**src/hdl/mbf_pkg.sv**
```systemverilog
// ----------------------------------------------------------------------------
// mbf_pkg
// Shared types and codes for the faulting byte-addressed memory bus.
// ----------------------------------------------------------------------------
package mbf_pkg;

    // action codes
    localparam logic [1:0] ACT_READ    = 2'd0;
    localparam logic [1:0] ACT_WRITE   = 2'd1;
    localparam logic [1:0] ACT_PRELOAD = 2'd2;

    // access size codes
    localparam logic [1:0] SZ_BYTE = 2'd0;
    localparam logic [1:0] SZ_HALF = 2'd1;
    localparam logic [1:0] SZ_WORD = 2'd2;

    // fault codes
    localparam logic [1:0] FAULT_NONE  = 2'd0;
    localparam logic [1:0] FAULT_LOAD  = 2'd1;
    localparam logic [1:0] FAULT_STORE = 2'd2;

    // configuration register indexes
    localparam logic [2:0] CFG_MEM_BASE = 3'd0;
    localparam logic [2:0] CFG_MEM_SIZE = 3'd1;
    localparam logic [2:0] CFG_RAM_BASE = 3'd2;
    localparam logic [2:0] CFG_RAM_SIZE = 3'd3;
    localparam logic [2:0] CFG_IO_BASE  = 3'd4;

    // reset values of the configuration registers
    localparam logic [31:0] RST_MEM_BASE = 32'h0000_0000;
    localparam logic [16:0] RST_MEM_SIZE = 17'h1_0000;
    localparam logic [31:0] RST_RAM_BASE = 32'h0000_0000;
    localparam logic [16:0] RST_RAM_SIZE = 17'h1_0000;
    localparam logic [31:0] RST_IO_BASE  = 32'h8000_0000;

    // widest store index carried between front and back (16M bytes)
    localparam int SLOT_W = 24;

    // entries in the queue between front and back
    localparam int Q_DEPTH = 2;

    // what the back end does with a transaction
    typedef enum logic [1:0] {
        OP_NONE,
        OP_READ,
        OP_WRITE
    } t_op;

    // back end sequencer states
    typedef enum logic [1:0] {
        BS_IDLE,
        BS_ACCESS,
        BS_FINISH
    } t_bstate;

    // configuration registers as seen by the front end
    typedef struct packed {
        logic [31:0] mem_base;
        logic [16:0] mem_size;
        logic [31:0] ram_base;
        logic [16:0] ram_size;
        logic [31:0] io_base;
    } t_cfg;

    // classified transaction handed from front to back
    typedef struct packed {
        t_op               op;
        logic [1:0]        last;   // bytes to move minus one
        logic [1:0]        wrap_k; // byte whose offset passes 2^32, zero if none
        logic [SLOT_W-1:0] slot;   // store index of the first byte
        logic [31:0]       wdata;
        logic [31:0]       rdata;  // result when nothing is read
        logic [1:0]        fault;
    } t_entry;

endpackage

```
**src/hdl/mbf_queue.sv**
```systemverilog
// ----------------------------------------------------------------------------
// mbf_queue
// Short register queue between the front and back ends.
// ----------------------------------------------------------------------------
module mbf_queue (
    input  logic            i_clk,
    input  logic            i_rst_n,
    input  logic            i_push,
    input  mbf_pkg::t_entry i_entry,
    output logic            o_full,
    input  logic            i_pop,
    output mbf_pkg::t_entry o_entry,
    output logic            o_empty
);
    import mbf_pkg::*;

    localparam int QA = $clog2(Q_DEPTH);
    localparam int CW = $clog2(Q_DEPTH + 1);

    t_entry          r_mem [Q_DEPTH];
    logic [QA-1:0]   r_wp;
    logic [QA-1:0]   r_rp;
    logic [CW-1:0]   r_cnt;

    assign o_full  = (r_cnt == CW'(Q_DEPTH));
    assign o_empty = (r_cnt == '0);
    assign o_entry = r_mem[r_rp];

    // storage
    always_ff @(posedge i_clk) begin
        if (i_push) begin
            r_mem[r_wp] <= i_entry;
        end
    end

    // pointers and fill count
    always_ff @(posedge i_clk) begin
        if (!i_rst_n) begin
            r_wp  <= '0;
            r_rp  <= '0;
            r_cnt <= '0;
        end else begin
            if (i_push) begin
                r_wp <= (r_wp == QA'(Q_DEPTH - 1)) ? '0 : r_wp + 1'b1;
            end
            if (i_pop) begin
                r_rp <= (r_rp == QA'(Q_DEPTH - 1)) ? '0 : r_rp + 1'b1;
            end
            case ({i_push, i_pop})
                2'b10:   r_cnt <= r_cnt + 1'b1;
                2'b01:   r_cnt <= r_cnt - 1'b1;
                default: r_cnt <= r_cnt;
            endcase
        end
    end

    a_no_overflow: assert property (@(posedge i_clk) disable iff (!i_rst_n)
        i_push |-> !o_full)
        else $error("queue push while full");

endmodule

```
**config.mk**
```make
export PLATFORM = sky130hd
export DESIGN_NAME = mbf_queue
export DESIGN_NICKNAME = d
export VERILOG_FILES = /design/src/hdl/mbf_pkg.sv /design/src/hdl/mbf_queue.sv
export SDC_FILE = /design/constraint.sdc
export NUM_CORES = 1
export LEC_CHECK = 0
export ABC_AREA = 1
export BUFFER_PORTS_ARGS = -buffer_cell sky130_fd_sc_hd__buf_2
export CORE_UTILIZATION = 54
export DETAILED_ROUTE_END_ITERATION = 16
export HOLD_SLACK_MARGIN = 0.03
export PLACE_DENSITY = 0.84
export SYNTH_ARGS = -nofsm -noshare
export SYNTH_HDL_FRONTEND = slang
export SYNTH_SLANG_ARGS = --single-unit
export TNS_END_PERCENT = 10
```
**constraint.sdc**
```tcl
create_clock -name i_clk -period 12.07 [get_ports i_clk]
set_input_delay 0.6035 -clock i_clk [delete_from_list [all_inputs] [get_ports i_clk]]
set_output_delay 0.6035 -clock i_clk [all_outputs]
set_load 0.01 [all_outputs]
```
# Yosys cells after proc, flatten, opt, wreduce, memory -nomap -nowiden
# Memory sizes are Yosys's and may differ from the RTL's. A register that Yosys moved wholly into a read port is not among the register bits.
# Index checks and enable logic that the tools add are counted.
# totals
reg_bits	4
ramBits	192
elab_cells	20
n_memories	1
# memory_table
name	words	width	read_ports	rd_ports_with_merged_regs	write_ports	line_no	source
r_mem	2	96	1	1	1	mbf_queue.sv:20	t_entry r_mem [Q_DEPTH];
# classes
add_sub_neg	4
n_eq_ne	3
mux	7
reduce_logical	2
# op_table
op	n
1-bit 2-to-1 mux	6
2-bit equality test (second input constant)	2
2-bit case mux with 2 select lines	1
1-bit adder (second input constant)	2
2-bit by 1-bit adder with 2-bit output (second input constant)	1
2-bit by 1-bit equality test with 1-bit output (second input constant)	1
2-bit logical NOT	1
2-bit nonzero test	1
2-bit by 1-bit subtractor with 2-bit output (second input constant)	1

# Depth between registers and ports, before layout
# depth
word_depth	4
depth_mapped	7

# Worst setup path after synthesis
# Ideal clock, no wire load.
# synth_path
path_kind	input to register
start	input i_push
end	memory r_mem[0][0] in the netlist's numbering, enable pin
setup_time_ns	0.554
arrival_ns	4.685
slack_ns	6.831
path_stages	2
n_path_buf	0
path_cell_list	inv_1 > nor2_1
# synth_via
elab_chain_len	2
# synth_lines
element	line_no	source
from (decl)	mbf_queue.sv:8	input logic i_push,
1-bit 2-to-1 mux	mbf_queue.sv:31	if (i_push) begin
1-bit 2-to-1 mux (implied by the code)	mbf_queue.sv:32	r_mem[r_wp] <= i_entry;
to (decl)	mbf_queue.sv:20	
# Every way passes these cells.

==> impl.org <==
** GRT
- The number of antenna violations at the first check in global routing came to 1.
- Vias in the first global route :: 3799
- Global route overflow :: 0
- The first global-routing pass estimated 19.7 mm of wire.
- Entering global routing, the biggest net connects 60 pins.
- Across every metal layer, demand over resource in global routing totals 0.189.

** Route
- For this run, the detailed router's first-pass iteration total came to 4.
- In the routed layout, each cell is associated on average with a via count of 5.14.
- After detailed routing, the total wire length is 12.9 mm.
- In the routed design, unresolved DRC markers number 0.
- Via count :: 3766
- Dividing the detail-routed wire length by the instance count gives 17.6 um.
- Antenna Violating Nets Remaining :: 0
- The first routing iteration left 263 violations.

** Pwr
- Overall power consumption after layout is estimated at 1.59 mW.
- Max VDD drop :: 144 uV
- Power spread over the standard cell area amounts to 174 nW/um2.
- For this design the static power due to leakage is 3.57 nW.

** Floorplan
- Placeable core region :: 13200 um2
- Measured along the x axis, the die boundary spans 119 um.
- Die outline area :: 14100 um2
- Die Ht :: 119 um
- I/O pin count :: 198
- After floorplanning, the core was divided into 42 placement rows.
- The initial utilization of the core area, before any placement, comes to 0.555.

** STA
- Headroom to the max-slew limit came out at 0.208.
- Dividing the final minimum period by the clock period gives 0.262.
- The count of endpoints failing hold in the final timing report is 0.
- Adding up every negative setup slack in the final design gives 0 ns.
- Worst Slack Setup Final :: 8.91 ns
- Endpoints failing setup :: 0
- For this run, the top clock speed supported by timing is 0.316 GHz.
- RSZ-0062 raised after global routing :: no
- Actual slew at the worst max-slew pin :: 1.18 ns
- Time the worst path needs with I/O delays and setup :: 3.16 ns
- Worst setup skew after layout :: 0.00349 ns
- Final Max Slew Viols :: 0
- The tightest hold path in the finished design has a slack of 0.369 ns.

** Layout
- The top cell types in the final layout, fill and taps aside, are sky130_fd_sc_hd__buf_2, sky130_fd_sc_hd__edfxtp_1, sky130_fd_sc_hd__mux2_2, sky130_fd_sc_hd__mux2_4, sky130_fd_sc_hd__clkbuf_16.
- In the final layout, the share of cells above drive strength 1 is 0.591.
- Fill cells in the final layout number 902.
- Leading cell type in the layout, fill and taps excluded :: sky130_fd_sc_hd__buf_2
- Fraction of the core area covered by cells at the end of the flow :: 0.692
- After the last flow step, the layout net total stands at 643.
- The multi-input combinational cells in the finished layout cover a total of 1340 um2.
- Summing all flip-flop and latch instances after layout gives 5870 um2.
- Syn-to-layout area delta :: 24.6%

** CTS
- Number of setup buffers added after CTS :: 0
- Clock tree synthesis inserted a total of 17 buffers.
- TritonCTS built the clock tree.
- Max H-tree Level :: 4
- Number of buffers added to fix hold violations after cts :: 0
- In this run, post-CTS repair resized a total of 0 instances.
- Bufs on Longest Clock Path :: 2
- For the worst-skew pair, the clock arrives at the later sink with an insertion delay of 0.42 ns.
- The cell sitting at the root of the clock tree is a sky130_fd_sc_hd__clkbuf_16.
- After clock tree synthesis, the clock-pin slew on the worst setup and hold paths is 0.06 ns.
- For this design, the sink count on the clock tree is 197.

** Yosys
- Post-synthesis instance area :: 7350 um2
- Yosys printed 0 warnings.
- The cell count after synthesis came out at 334.
- Synth Register Bits :: 197
- Sequential cell area fraction in the yosys report :: 0.798
- The average instance in the mapped netlist occupies 22.0 um2.
- Post-synthesis cell type count :: 15
- Number of nets produced by synthesis :: 435

** Worst setup path
- STA puts the critical path data required time at 11.47 ns.
- Kind of launch point of the worst setup path :: register
- Worst stage delay on the critical path :: 0.79 ns
- Worst reg2reg path startpoint :: r_wp
- Worst-path maximum fanout :: 55
- Worst setup path class :: reg2out
- Worst EP arrival :: 2.56 ns
- Number of cell instances on the worst register-to-register path :: 2
- The largest individual stage delay along the critical path comes from the cell sky130_fd_sc_hd__buf_4.
- Cell Chain, Critical Path :: buf_4, mux2_2, buf_2
- Crit. End Element :: output pin

** Placed design
- After legalization and detailed placement, the total HPWL measured 8.39 mm.
- Gpl congestion :: 0.708
- In this run the tool buffered the top-level ports with 197 buffer cells.
- Setup Slack @ Placement :: 9.16 ns

** Min path
- Type of the tightest min-delay check :: in2reg
- Counting instances, the worst hold path has a depth of 1.
- In this run the most critical hold path is launched from i_entry[94].

** Outcome
- The flow ran to the end, and the final reports show no timing, DRC or antenna violations.

** Run
- Max-Cap Viols :: 0
## Yosys cell counts
library cell	number	share of area
sky130_fd_sc_hd__a21oi_1	1	0.00068
sky130_fd_sc_hd__buf_12	4	0.011
sky130_fd_sc_hd__buf_2	5	0.0034
sky130_fd_sc_hd__buf_6	1	0.0015
sky130_fd_sc_hd__buf_8	1	0.0020
sky130_fd_sc_hd__dfxtp_1	5	0.014
sky130_fd_sc_hd__edfxtp_1	192	0.78
sky130_fd_sc_hd__ha_1	1	0.0017
sky130_fd_sc_hd__inv_1	6	0.0031
sky130_fd_sc_hd__mux2_2	56	0.086
sky130_fd_sc_hd__mux2_4	40	0.082
sky130_fd_sc_hd__nand2_1	8	0.0041
sky130_fd_sc_hd__nand4_1	1	0.00085
sky130_fd_sc_hd__nor2_1	12	0.0061
sky130_fd_sc_hd__o21ai_0	1	0.00068
## sequential cells by signal, summed over array words and instances (netlist names), named ones only
register,cells
r_mem,192
r_cnt,2
r_rp,1
r_wp,1
## cell families (layout without fill, tap and decap cells)
kind of cell,after synthesis,after routing,share of synthesized area
compound gates,2,2,0.00136
fa+ha+maj,1,1,0.00170
buf+inv,17,238,0.0209
flops,197,197,0.798
mux,96,96,0.167
other cells,0,1,0
simple gates,21,21,0.0111
## routing by layer
layer | vias up | routed length (um) | track usage
li1 | 1722 | - | -
met5 | - | 0 | 0
met4 | 0 | 172 | 0.0934
met3 | 17 | 916 | 0.0637
met2 | 165 | 6570 | 0.313
met1 | 1862 | 5190 | 0.222
## final timing paths
path,endpoint,slack (ns)
min,r_mem[0][94],0.37
max reg2reg,r_mem[0][41],9.61
min reg2reg,r_rp,0.51
max,o_entry[86],8.91
## metrics by stage
step | instance area, um2 | std cells
2_1_floorplan | 7350 | 334
3_3_place_gp | 8470 | 699
3_5_place_dp | 8470 | 699
4_1_cts | 9160 | 731
5_1_grt | 9170 | 732
6_report | 9170 | 732
## report_power, final
group | internal [mW] | switching (mW) | total [mW]
registers | 0.792 | 0.0134 | 0.805
clock network | 0.426 | 0.221 | 0.647
logic | 0.0689 | 0.0710 | 0.140
## area by class of cell
cell class                      instances  area share
Sequential cell                       197       0.640
Multi-Input combinational cell        120       0.146
Timing Repair Buffer                  200       0.110
Clock buffer                           23      0.0521
Clock inverter                          9      0.0240
Tap cell                              176      0.0240
Inverter                                6     0.00273
Antenna cell                            1    0.000273
## critical path: cells and delay by family (launching register included)
kind                   cells  cell delay, ns
multiplexers               1            0.43
flip-flops                 1            0.72
buffers and inverters      2            0.93
Note: power is estimated with default switching activity, not from simulation.
