## config.mk

```make
export PLATFORM = sky130hd
export DESIGN_NAME = mbf_front
export DESIGN_NICKNAME = d
export VERILOG_FILES = /design/src/hdl/mbf_pkg.sv /design/src/hdl/mbf_front.sv
export SDC_FILE = /design/constraint.sdc
export NUM_CORES = 1
export LEC_CHECK = 0
export BUFFER_PORTS_ARGS = -buffer_cell sky130_fd_sc_hd__buf_2
export CORE_MARGIN = 5
export CORE_UTILIZATION = 48
export CTS_BUF_LIST = sky130_fd_sc_hd__clkbuf_4 sky130_fd_sc_hd__clkbuf_8
export DETAILED_ROUTE_END_ITERATION = 8
export GPL_TIMING_DRIVEN = 0
export PLACE_DENSITY_LB_ADDON = 0.25
export SLEW_MARGIN = 20
export SYNTH_ARGS = -nofsm -noshare
export SYNTH_HDL_FRONTEND = slang
export SYNTH_SLANG_ARGS = --single-unit
export TNS_END_PERCENT = 100
```

## constraint.sdc

```tcl
create_clock -name i_clk -period 16.2 [get_ports i_clk]
set_input_delay 3.24 -clock i_clk [delete_from_list [all_inputs] [get_ports i_clk]]
set_output_delay 3.24 -clock i_clk [all_outputs]
set_load 0.01 [all_outputs]
```

## src/hdl/mbf_pkg.sv

```systemverilog
// ----------------------------------------------------------------------------
// mbf_pkg
// Shared types and codes for the faulting byte-addressed memory bus.
// ----------------------------------------------------------------------------
package mbf_pkg;

    // action codes
    localparam logic [1:0] ACT_READ    = 2'd0;
    localparam logic [1:0] ACT_WRITE   = 2'd1;
    localparam logic [1:0] ACT_PRELOAD = 2'd2;

    // access size codes
    localparam logic [1:0] SZ_BYTE = 2'd0;
    localparam logic [1:0] SZ_HALF = 2'd1;
    localparam logic [1:0] SZ_WORD = 2'd2;

    // fault codes
    localparam logic [1:0] FAULT_NONE  = 2'd0;
    localparam logic [1:0] FAULT_LOAD  = 2'd1;
    localparam logic [1:0] FAULT_STORE = 2'd2;

    // configuration register indexes
    localparam logic [2:0] CFG_MEM_BASE = 3'd0;
    localparam logic [2:0] CFG_MEM_SIZE = 3'd1;
    localparam logic [2:0] CFG_RAM_BASE = 3'd2;
    localparam logic [2:0] CFG_RAM_SIZE = 3'd3;
    localparam logic [2:0] CFG_IO_BASE  = 3'd4;

    // reset values of the configuration registers
    localparam logic [31:0] RST_MEM_BASE = 32'h0000_0000;
    localparam logic [16:0] RST_MEM_SIZE = 17'h1_0000;
    localparam logic [31:0] RST_RAM_BASE = 32'h0000_0000;
    localparam logic [16:0] RST_RAM_SIZE = 17'h1_0000;
    localparam logic [31:0] RST_IO_BASE  = 32'h8000_0000;

    // widest store index carried between front and back (16M bytes)
    localparam int SLOT_W = 24;

    // entries in the queue between front and back
    localparam int Q_DEPTH = 2;

    // what the back end does with a transaction
    typedef enum logic [1:0] {
        OP_NONE,
        OP_READ,
        OP_WRITE
    } t_op;

    // back end sequencer states
    typedef enum logic [1:0] {
        BS_IDLE,
        BS_ACCESS,
        BS_FINISH
    } t_bstate;

    // configuration registers as seen by the front end
    typedef struct packed {
        logic [31:0] mem_base;
        logic [16:0] mem_size;
        logic [31:0] ram_base;
        logic [16:0] ram_size;
        logic [31:0] io_base;
    } t_cfg;

    // classified transaction handed from front to back
    typedef struct packed {
        t_op               op;
        logic [1:0]        last;   // bytes to move minus one
        logic [1:0]        wrap_k; // byte whose offset passes 2^32, zero if none
        logic [SLOT_W-1:0] slot;   // store index of the first byte
        logic [31:0]       wdata;
        logic [31:0]       rdata;  // result when nothing is read
        logic [1:0]        fault;
    } t_entry;

endpackage

```

## src/hdl/mbf_front.sv

```systemverilog
// ----------------------------------------------------------------------------
// mbf_front
// Accepts transactions, range-checks them and reduces the store index.
// ----------------------------------------------------------------------------
module mbf_front #(
    parameter int MEM_BYTES = 65536
) (
    input  logic           i_clk,
    input  logic           i_rst_n,
    input  mbf_pkg::t_cfg  i_cfg,
    input  logic           i_in_valid,
    output logic           o_in_stall,
    input  logic [1:0]     i_action,
    input  logic [1:0]     i_access_size,
    input  logic [31:0]    i_address,
    input  logic [31:0]    i_write_data,
    output logic           o_push,
    output mbf_pkg::t_entry o_entry,
    input  logic           i_q_full
);
    import mbf_pkg::*;

    localparam int  AW            = $clog2(MEM_BYTES);
    localparam bit  IS_POW2       = ((MEM_BYTES & (MEM_BYTES - 1)) == 0);
    localparam int  BITS_PER_STEP = 4;
    localparam int  RED_STEPS     = 32 / BITS_PER_STEP;
    localparam int  CNT_W         = $clog2(RED_STEPS + 1);
    localparam logic [AW:0] MOD   = (AW + 1)'(MEM_BYTES);

    logic             r_busy;
    logic [CNT_W-1:0] r_steps;
    logic [31:0]      r_x;
    logic [AW-1:0]    r_rem;
    logic [1:0]       r_action;
    logic [1:0]       r_size;
    logic [31:0]      r_addr;
    logic [31:0]      r_wdata;

    logic             accept;
    logic             done;
    logic [AW-1:0]    n_rem;
    logic [AW-1:0]    slot;
    logic [2:0]       nbytes;
    logic             size_ok;
    logic [31:0]      addr_off;
    logic             mem_ok;
    logic             ram_ok;
    t_entry           entry;

    // handshake
    assign done       = (r_steps == '0);
    assign o_push     = r_busy && done && !i_q_full;
    assign o_in_stall = r_busy && !o_push;
    assign accept     = i_in_valid && !o_in_stall;

    // remainder by the store depth, a few bits per cycle from the top
    always_comb begin
        logic [AW:0]   trial;
        logic [AW-1:0] rem_t;
        rem_t = r_rem;
        for (int j = 0; j < BITS_PER_STEP; j++) begin
            trial = {rem_t, r_x[31-j]};
            if (trial >= MOD) begin
                trial = trial - MOD;
            end
            rem_t = trial[AW-1:0];
        end
        n_rem = rem_t;
    end

    assign slot = IS_POW2 ? r_x[AW-1:0] : r_rem;

    // item registers and reduction sequencing
    always_ff @(posedge i_clk) begin
        if (!i_rst_n) begin
            r_busy  <= 1'b0;
            r_steps <= '0;
        end else if (accept) begin
            r_busy  <= 1'b1;
            r_steps <= IS_POW2 ? '0 : CNT_W'(RED_STEPS);
        end else if (o_push) begin
            r_busy  <= 1'b0;
        end else if (!done) begin
            r_steps <= r_steps - 1'b1;
        end
    end

    always_ff @(posedge i_clk) begin
        if (accept) begin
            r_action <= i_action;
            r_size   <= i_access_size;
            r_addr   <= i_address;
            r_wdata  <= i_write_data;
            r_rem    <= '0;
            r_x      <= (i_action == ACT_PRELOAD) ? i_address : i_address - i_cfg.mem_base;
        end else if (!done) begin
            r_rem    <= n_rem;
            r_x      <= {r_x[31-BITS_PER_STEP:0], {BITS_PER_STEP{1'b0}}};
        end
    end

    // range checks with 33-bit region ends
    always_comb begin
        case (r_size)
            SZ_BYTE: nbytes = 3'd1;
            SZ_HALF: nbytes = 3'd2;
            default: nbytes = 3'd4;
        endcase
    end

    assign size_ok = (r_size == SZ_BYTE) || (r_size == SZ_HALF) || (r_size == SZ_WORD);

    // offset from the memory base, wraps at 2^32
    assign addr_off = r_addr - i_cfg.mem_base;

    assign mem_ok = (r_addr >= i_cfg.mem_base) &&
                    ({1'b0, r_addr} + 33'(nbytes) <= {1'b0, i_cfg.mem_base} + 33'(i_cfg.mem_size));
    assign ram_ok = (r_addr >= i_cfg.ram_base) &&
                    ({1'b0, r_addr} + 33'(nbytes) <= {1'b0, i_cfg.ram_base} + 33'(i_cfg.ram_size));

    // classification
    always_comb begin
        entry.op     = OP_NONE;
        entry.last   = 2'(nbytes - 3'd1);
        entry.wrap_k = (&addr_off[31:2]) ? 2'd0 - addr_off[1:0] : 2'd0;
        entry.slot   = SLOT_W'(slot);
        entry.wdata  = r_wdata;
        entry.rdata  = '0;
        entry.fault  = FAULT_NONE;
        case (r_action)
            ACT_READ: begin
                if (size_ok && mem_ok) begin
                    entry.op = OP_READ;
                end else if (r_size == SZ_BYTE && r_addr == i_cfg.io_base) begin
                    entry.rdata = 32'h0000_00ff;
                end else begin
                    entry.fault = FAULT_LOAD;
                    case (r_size)
                        SZ_BYTE: entry.rdata = 32'h0000_00ff;
                        SZ_HALF: entry.rdata = 32'h0000_ffff;
                        default: entry.rdata = 32'hffff_ffff;
                    endcase
                end
            end
            ACT_WRITE: begin
                if (size_ok && ram_ok) begin
                    entry.op = OP_WRITE;
                end else if (r_size == SZ_BYTE && r_addr == i_cfg.io_base + 32'd1) begin
                    // terminal data write, dropped
                    entry.op = OP_NONE;
                end else begin
                    entry.fault = FAULT_STORE;
                end
            end
            ACT_PRELOAD: begin
                entry.op     = OP_WRITE;
                entry.last   = 2'd0;
                entry.wrap_k = 2'd0;
            end
            default: begin
                entry.op = OP_NONE;
            end
        endcase
    end

    assign o_entry = entry;

    // reduction only runs while an item is held
    a_steps_busy: assert property (@(posedge i_clk) disable iff (!i_rst_n)
        (r_steps != '0) |-> r_busy)
        else $error("front reduction running with no item held");

endmodule

```

# After elaboration in Yosys (flattened, before gate mapping)
# Cells that the tools add are included.
[op_classes]
magnitude_cmp = 4
mux = 19
n_eq_ne = 8
n_reduce_logical = 22
n_bitwise = 3
addsub = 9
[ops]
columns = ["operator", "count"]
rows = [
  ["adder 32 x 17 -> 33 bit", 2],
  ["less-or-equal comparator 33 bit", 2],
  ["equality test 32 bit", 2],
  ["greater-or-equal comparator 32 bit", 2],
  ["two-way mux 32 bit", 2],
  ["case mux 32 bit (2 select lines)", 1],
  ["two-way mux 16 bit", 3],
  ["two-way mux 34 bit", 1],
  ["adder 32 x 3 -> 33 bit", 1],
  ["adder 32 x 1 -> 32 bit (second input constant)", 1],
  ["subtractor 32 bit", 1],
  ["AND reduction 30 bit", 1],
  ["subtractor 16 bit", 1],
  ["logical AND 1 bit", 10],
  ["two-way mux 2 bit", 4],
  ["equality test 2 bit (second input constant)", 3],
  ["case mux 2 bit (3 select lines)", 1],
  ["case mux 3 bit (2 select lines)", 1],
  ["equality test 2 x 1 -> 1 bit (second input constant)", 2],
  ["zero test 2 bit", 2],
  ["zero test 4 bit", 1],
  ["two-way mux 1 bit", 4],
  ["two-way mux 4 bit", 1],
  ["case mux 2 bit (2 select lines)", 1],
  ["10 further kinds", 15],
]
[word_totals]
output_inout_bits = 98
word_cells = 72
register_bits = 89

# Longest topological paths before layout
[logic_depth]
word_depth = 8
depth_mapped = 24
depth_no_buf = 24

# Worst setup path after synthesis
# Ideal clock, no wire load.
[synth_timing]
kind = "input port to output port"
start = "input port i_cfg[81] in the netlist's numbering"
end = "output port o_entry[19] in the netlist's numbering"
required_ns = 12.960
arrival_time_ns = 7.908
setup_slack_ns = 5.052
n_path_buf = 1
path_stages = 22
path_cell_list = "ha_1 -> fa_1 -> a21o_1 -> a21oi_1 -> nor2b_1 -> o31ai_1 -> a211oi_1 -> o21ai_0 -> a21oi_1 -> nor2_1 -> nor3_1 -> xnor2_1 -> ha_1 -> nand4_1 -> nor4_1 -> a221oi_1 -> o21ai_0 -> a21o_1 -> a211oi_1 -> or3_1 -> nor2_1 -> buf_4"
[synth_rtl]
columns = ["item", "line_no", "source"]
rows = [
  ["start: declaration", "mbf_front.sv:10", "input mbf_pkg::t_cfg i_cfg,"],
  ["end: declaration", "mbf_front.sv:18", "output mbf_pkg::t_entry o_entry,"],
]

==> impl_metrics.py <==
metrics = {
    "timing": {
        "min_period_over_period": 0.783,
        "worstMarginPinSlew_ns": 1.02,
        "rsz0062_at_grt": "no",
        "setup_viol": 0,
        "fin_worst_skew_ns": 0.0153,
        "fmaxAchievable_ghz": 0.0789,
        "maxSlewViolCount": 0,
        "period_minus_slack_ns": 12.68,
        "slew_headroom": 0.319,
        "setup-tns-final_ns": 0,
        "finalHoldViolations": 0,
    },
    "critical_path": {
        "end_kind": "primary output",
        "cp.arrival_ns": 9.44,
        "worstPathMaxFanout": 16,
        "startpoint_type": "input port",
        "crit_required_ns": 12.96,
        "worstReg2RegStart": "r_steps[0]",
        "path_class": "in -> out",
        "cp-startpoint": "i_cfg[98]",
    },
    "logic_synthesis": {
        "ys_seq_area_frac": 0.216,
        "yosysWarningCount": 0,
        "synth_top_cell_area_share": 0.208,
        "synth_edf_count": 84,
        "synth-seq-cells": 89,
        "synth_area_leaders": "edfxtp_1, ha_1, xnor2_1",
        "async_flop_share": 0,
        "ys.flop_type": "edfxtp_1",
        "avgSynthCellArea_um2": 8.24,
        "synth_cells": 1474,
        "synth.distinct_cells": 78,
        "syn_area_um2": 12100,
        "yosys.area.top_type": "edfxtp_1",
    },
    "die": {
        "fp-row-count": 58,
        "initial_core_util": 0.485,
        "pin_count": 300,
        "die_area_um2": 28600,
        "die_x_um": 169,
        "core_um2": 25000,
        "die_h_um": 169,
    },
    "cells_and_area": {
        "area_delta_synth_final_pct": 17.6,
        "drive_above_1_share": 0.208,
        "fin_nets": 2173,
        "stdcell_area_um2": 14300,
        "antenna_cells": 0,
    },
    "detailed_routing": {
        "first_iter_violations": 890,
        "firstDrtPassIters": 5,
        "viasPerCell": 5.73,
        "routedWlPerCell_um": 18.9,
        "drc_errors": 0,
        "routed-via-count": 12100,
        "antenna_left": 0,
        "wirelength_um": 40000,
    },
    "clock_network": {
        "cts_htree_levels": 3,
        "clockRootBuffer": "clkbuf_8",
        "insertion_delay_ns": 0.37,
        "clockBufferDepth": 2,
        "path_clk_slew_ns": 0.10,
        "cts.sinks": 89,
        "holdBufCountCts": 0,
        "cts_setup_buffers": 0,
        "cts_buffers": 9,
        "cts_tree": "done",
        "ctsResizeCount": 0,
    },
    "power": {
        "p_leak_uw": 0.00665,
        "vdd.ir_drop.worst_uv": 89.7,
        "p_per_area_nw_per_um2": 73.5,
    },
    "global_route": {
        "grt_pass1_vias": 11900,
        "grt_overflow_total": 0,
        "grtUsageTotal": 0.267,
        "grt_max_degree": 60,
        "antenna_found_initial": 0,
        "grt_first_pass_wirelength_um": 61500,
    },
    "place": {
        "dp_hpwl_um": 34000,
        "placed_cell_area_um2": 14100,
        "port_buffers": 288,
        "place.gp.congestion": 0.966,
    },
    "status": {
        "status": "completed",
    },
    "min_path": {
        "min_from": "r_steps[1]",
        "min_path_type": "reg -> reg",
    },
    "flow_run": {
        "drv_cap": 0,
    },
}
-- area by class of cell --
type                            instances  area (um^2)
Multi-Input combinational cell       1222         8760
Clock buffer                            9          124
Tap cell                              330          413
Clock inverter                          7          101
Buffer                                 70          419
Fill cell                            2412        10700
Sequential cell                        89         2620
Inverter                              100          378
Timing Repair Buffer                  289         1470
-- cells in the final DEF, fill, tap and decap left out, drive strengths merged, types with 5 or more instances in the layout --
cell type / n
buf: 331
ha: 185
a21oi: 126
xnor2: 118
nor2: 111
inv: 102
nand2: 101
o21ai: 90
edfxtp: 84
nand4: 57
a21o: 55
xor2: 42
nand3: 41
nor3: 37
clkbuf: 37
nor4: 24
nand2b: 22
nor2b: 20
a211oi: 13
or3: 12
and3: 10
o21a: 10
o211ai: 9
or2: 9
a31oi: 9
mux2i: 9
and2: 8
conb: 8
o21bai: 7
o31ai: 5
nand4b: 5
a221oi: 5
fa: 5
dfxtp: 5
-- sequential cells by signal (all words and copies together) (netlist names) --
signal and cells:
r_x 16, r_wdata 32, r_addr 32, r_size 2
r_steps 4, r_action 2, r_busy 1
-- worst paths after layout --
check        cells past startpoint  slack (ns)          end
max                             24        3.52  o_entry[27]
min                              2        0.53   r_steps[1]
max reg2reg                      8       13.65      r_x[12]
min reg2reg                      2        0.53   r_steps[1]
-- synth_stat cells (3+ instances only) --
library cell and n:
a21o_1 55, buf_4 37, nand2_1 101, xnor2_1 118
nand4_1 56, nand4b_1 5, ha_1 185, inv_1 100
o31ai_1 5, and2_1 8, or2_2 9, o211ai_1 9
o22ai_1 3, and4_1 4, edfxtp_1 84, o21bai_1 7
nor3_1 37, o21ai_1 9, o21ai_0 81, nand2b_1 22
a21boi_0 3, a211oi_1 13, a41oi_1 4, clkbuf_1 28
o21a_1 10, o2111a_1 3, dfxtp_1 5, nor4_1 23
a31o_2 3, mux2i_1 9, xor2_1 42, nor2_1 110
a31oi_1 9, or4_1 3, fa_1 5, or3_1 11
nor2b_1 20, a21oi_1 126, nor3b_1 4, and3_1 10
a22oi_1 4, nand3_1 39, a221oi_1 5, a2111oi_0 3
-- through the flow --
step                      setup WS, ns  hold WS [ns]  std cells  utilization  total power [uW]
after global routing              3.11         0.546       2116        0.571              1130
after CTS                         3.23         0.531       2116        0.571              1050
final                             3.52         0.529       2116        0.571              1050
after floorplan                   5.05         0.480       1481            -               689
after global placement            3.46         0.496       2099        0.560               857
after detailed placement          3.22         0.519       2100        0.562               866
-- kinds of logic after synthesis --
family / share of synthesized area
adder cells (fa/ha/maj): 0.199
multiplexers: 0.00927
buffers and inverters: 0.0654
XOR/XNOR: 0.115
flip-flops: 0.216
AND/OR/NAND/NOR: 0.199
AO/OA/AOI/OAI: 0.196
other: 0.000309
-- layer usage --
layer  track usage  vias to the layer above  wire [um]
li1              -                     6001          -
met1         0.355                     5585      17300
met2         0.448                      474      18200
met3        0.0497                       59       3380
met4        0.0707                        0       1070
met5             0                        -          0
-- where the power goes --
part / switching [uW] / total, uW / internal (uW) / leakage, uW
logic: 310 / 530 / 221 / 0.00568
clock network: 91.2 / 180 / 88.7 / 0.000113
registers: 33.6 / 340 / 306 / 0.000854
total: 434 / 1050 / 615 / 0.00665
-- critical path: stages --
cell	delay [ns]
buf_2	0.13
ha_1	0.21
fa_1	0.41
a21o_1	0.19
a21oi_1	0.24
nor2b_1	0.10
o31ai_1	0.42
a211oi_1	0.20
o21ai_0	0.53
a21oi_1	0.14
nor2_1	0.65
nor3_1	0.13
xnor2_1	0.18
ha_1	0.29
nand4_1	0.14
nor4_1	0.40
a221oi_1	0.16
o21ai_0	0.12
a21o_1	0.14
a211oi_1	0.07
or3_1	0.45
nor2_2	0.55
buf_4	0.21
buf_2	0.12
Note: power is estimated with default switching activity, not from simulation.
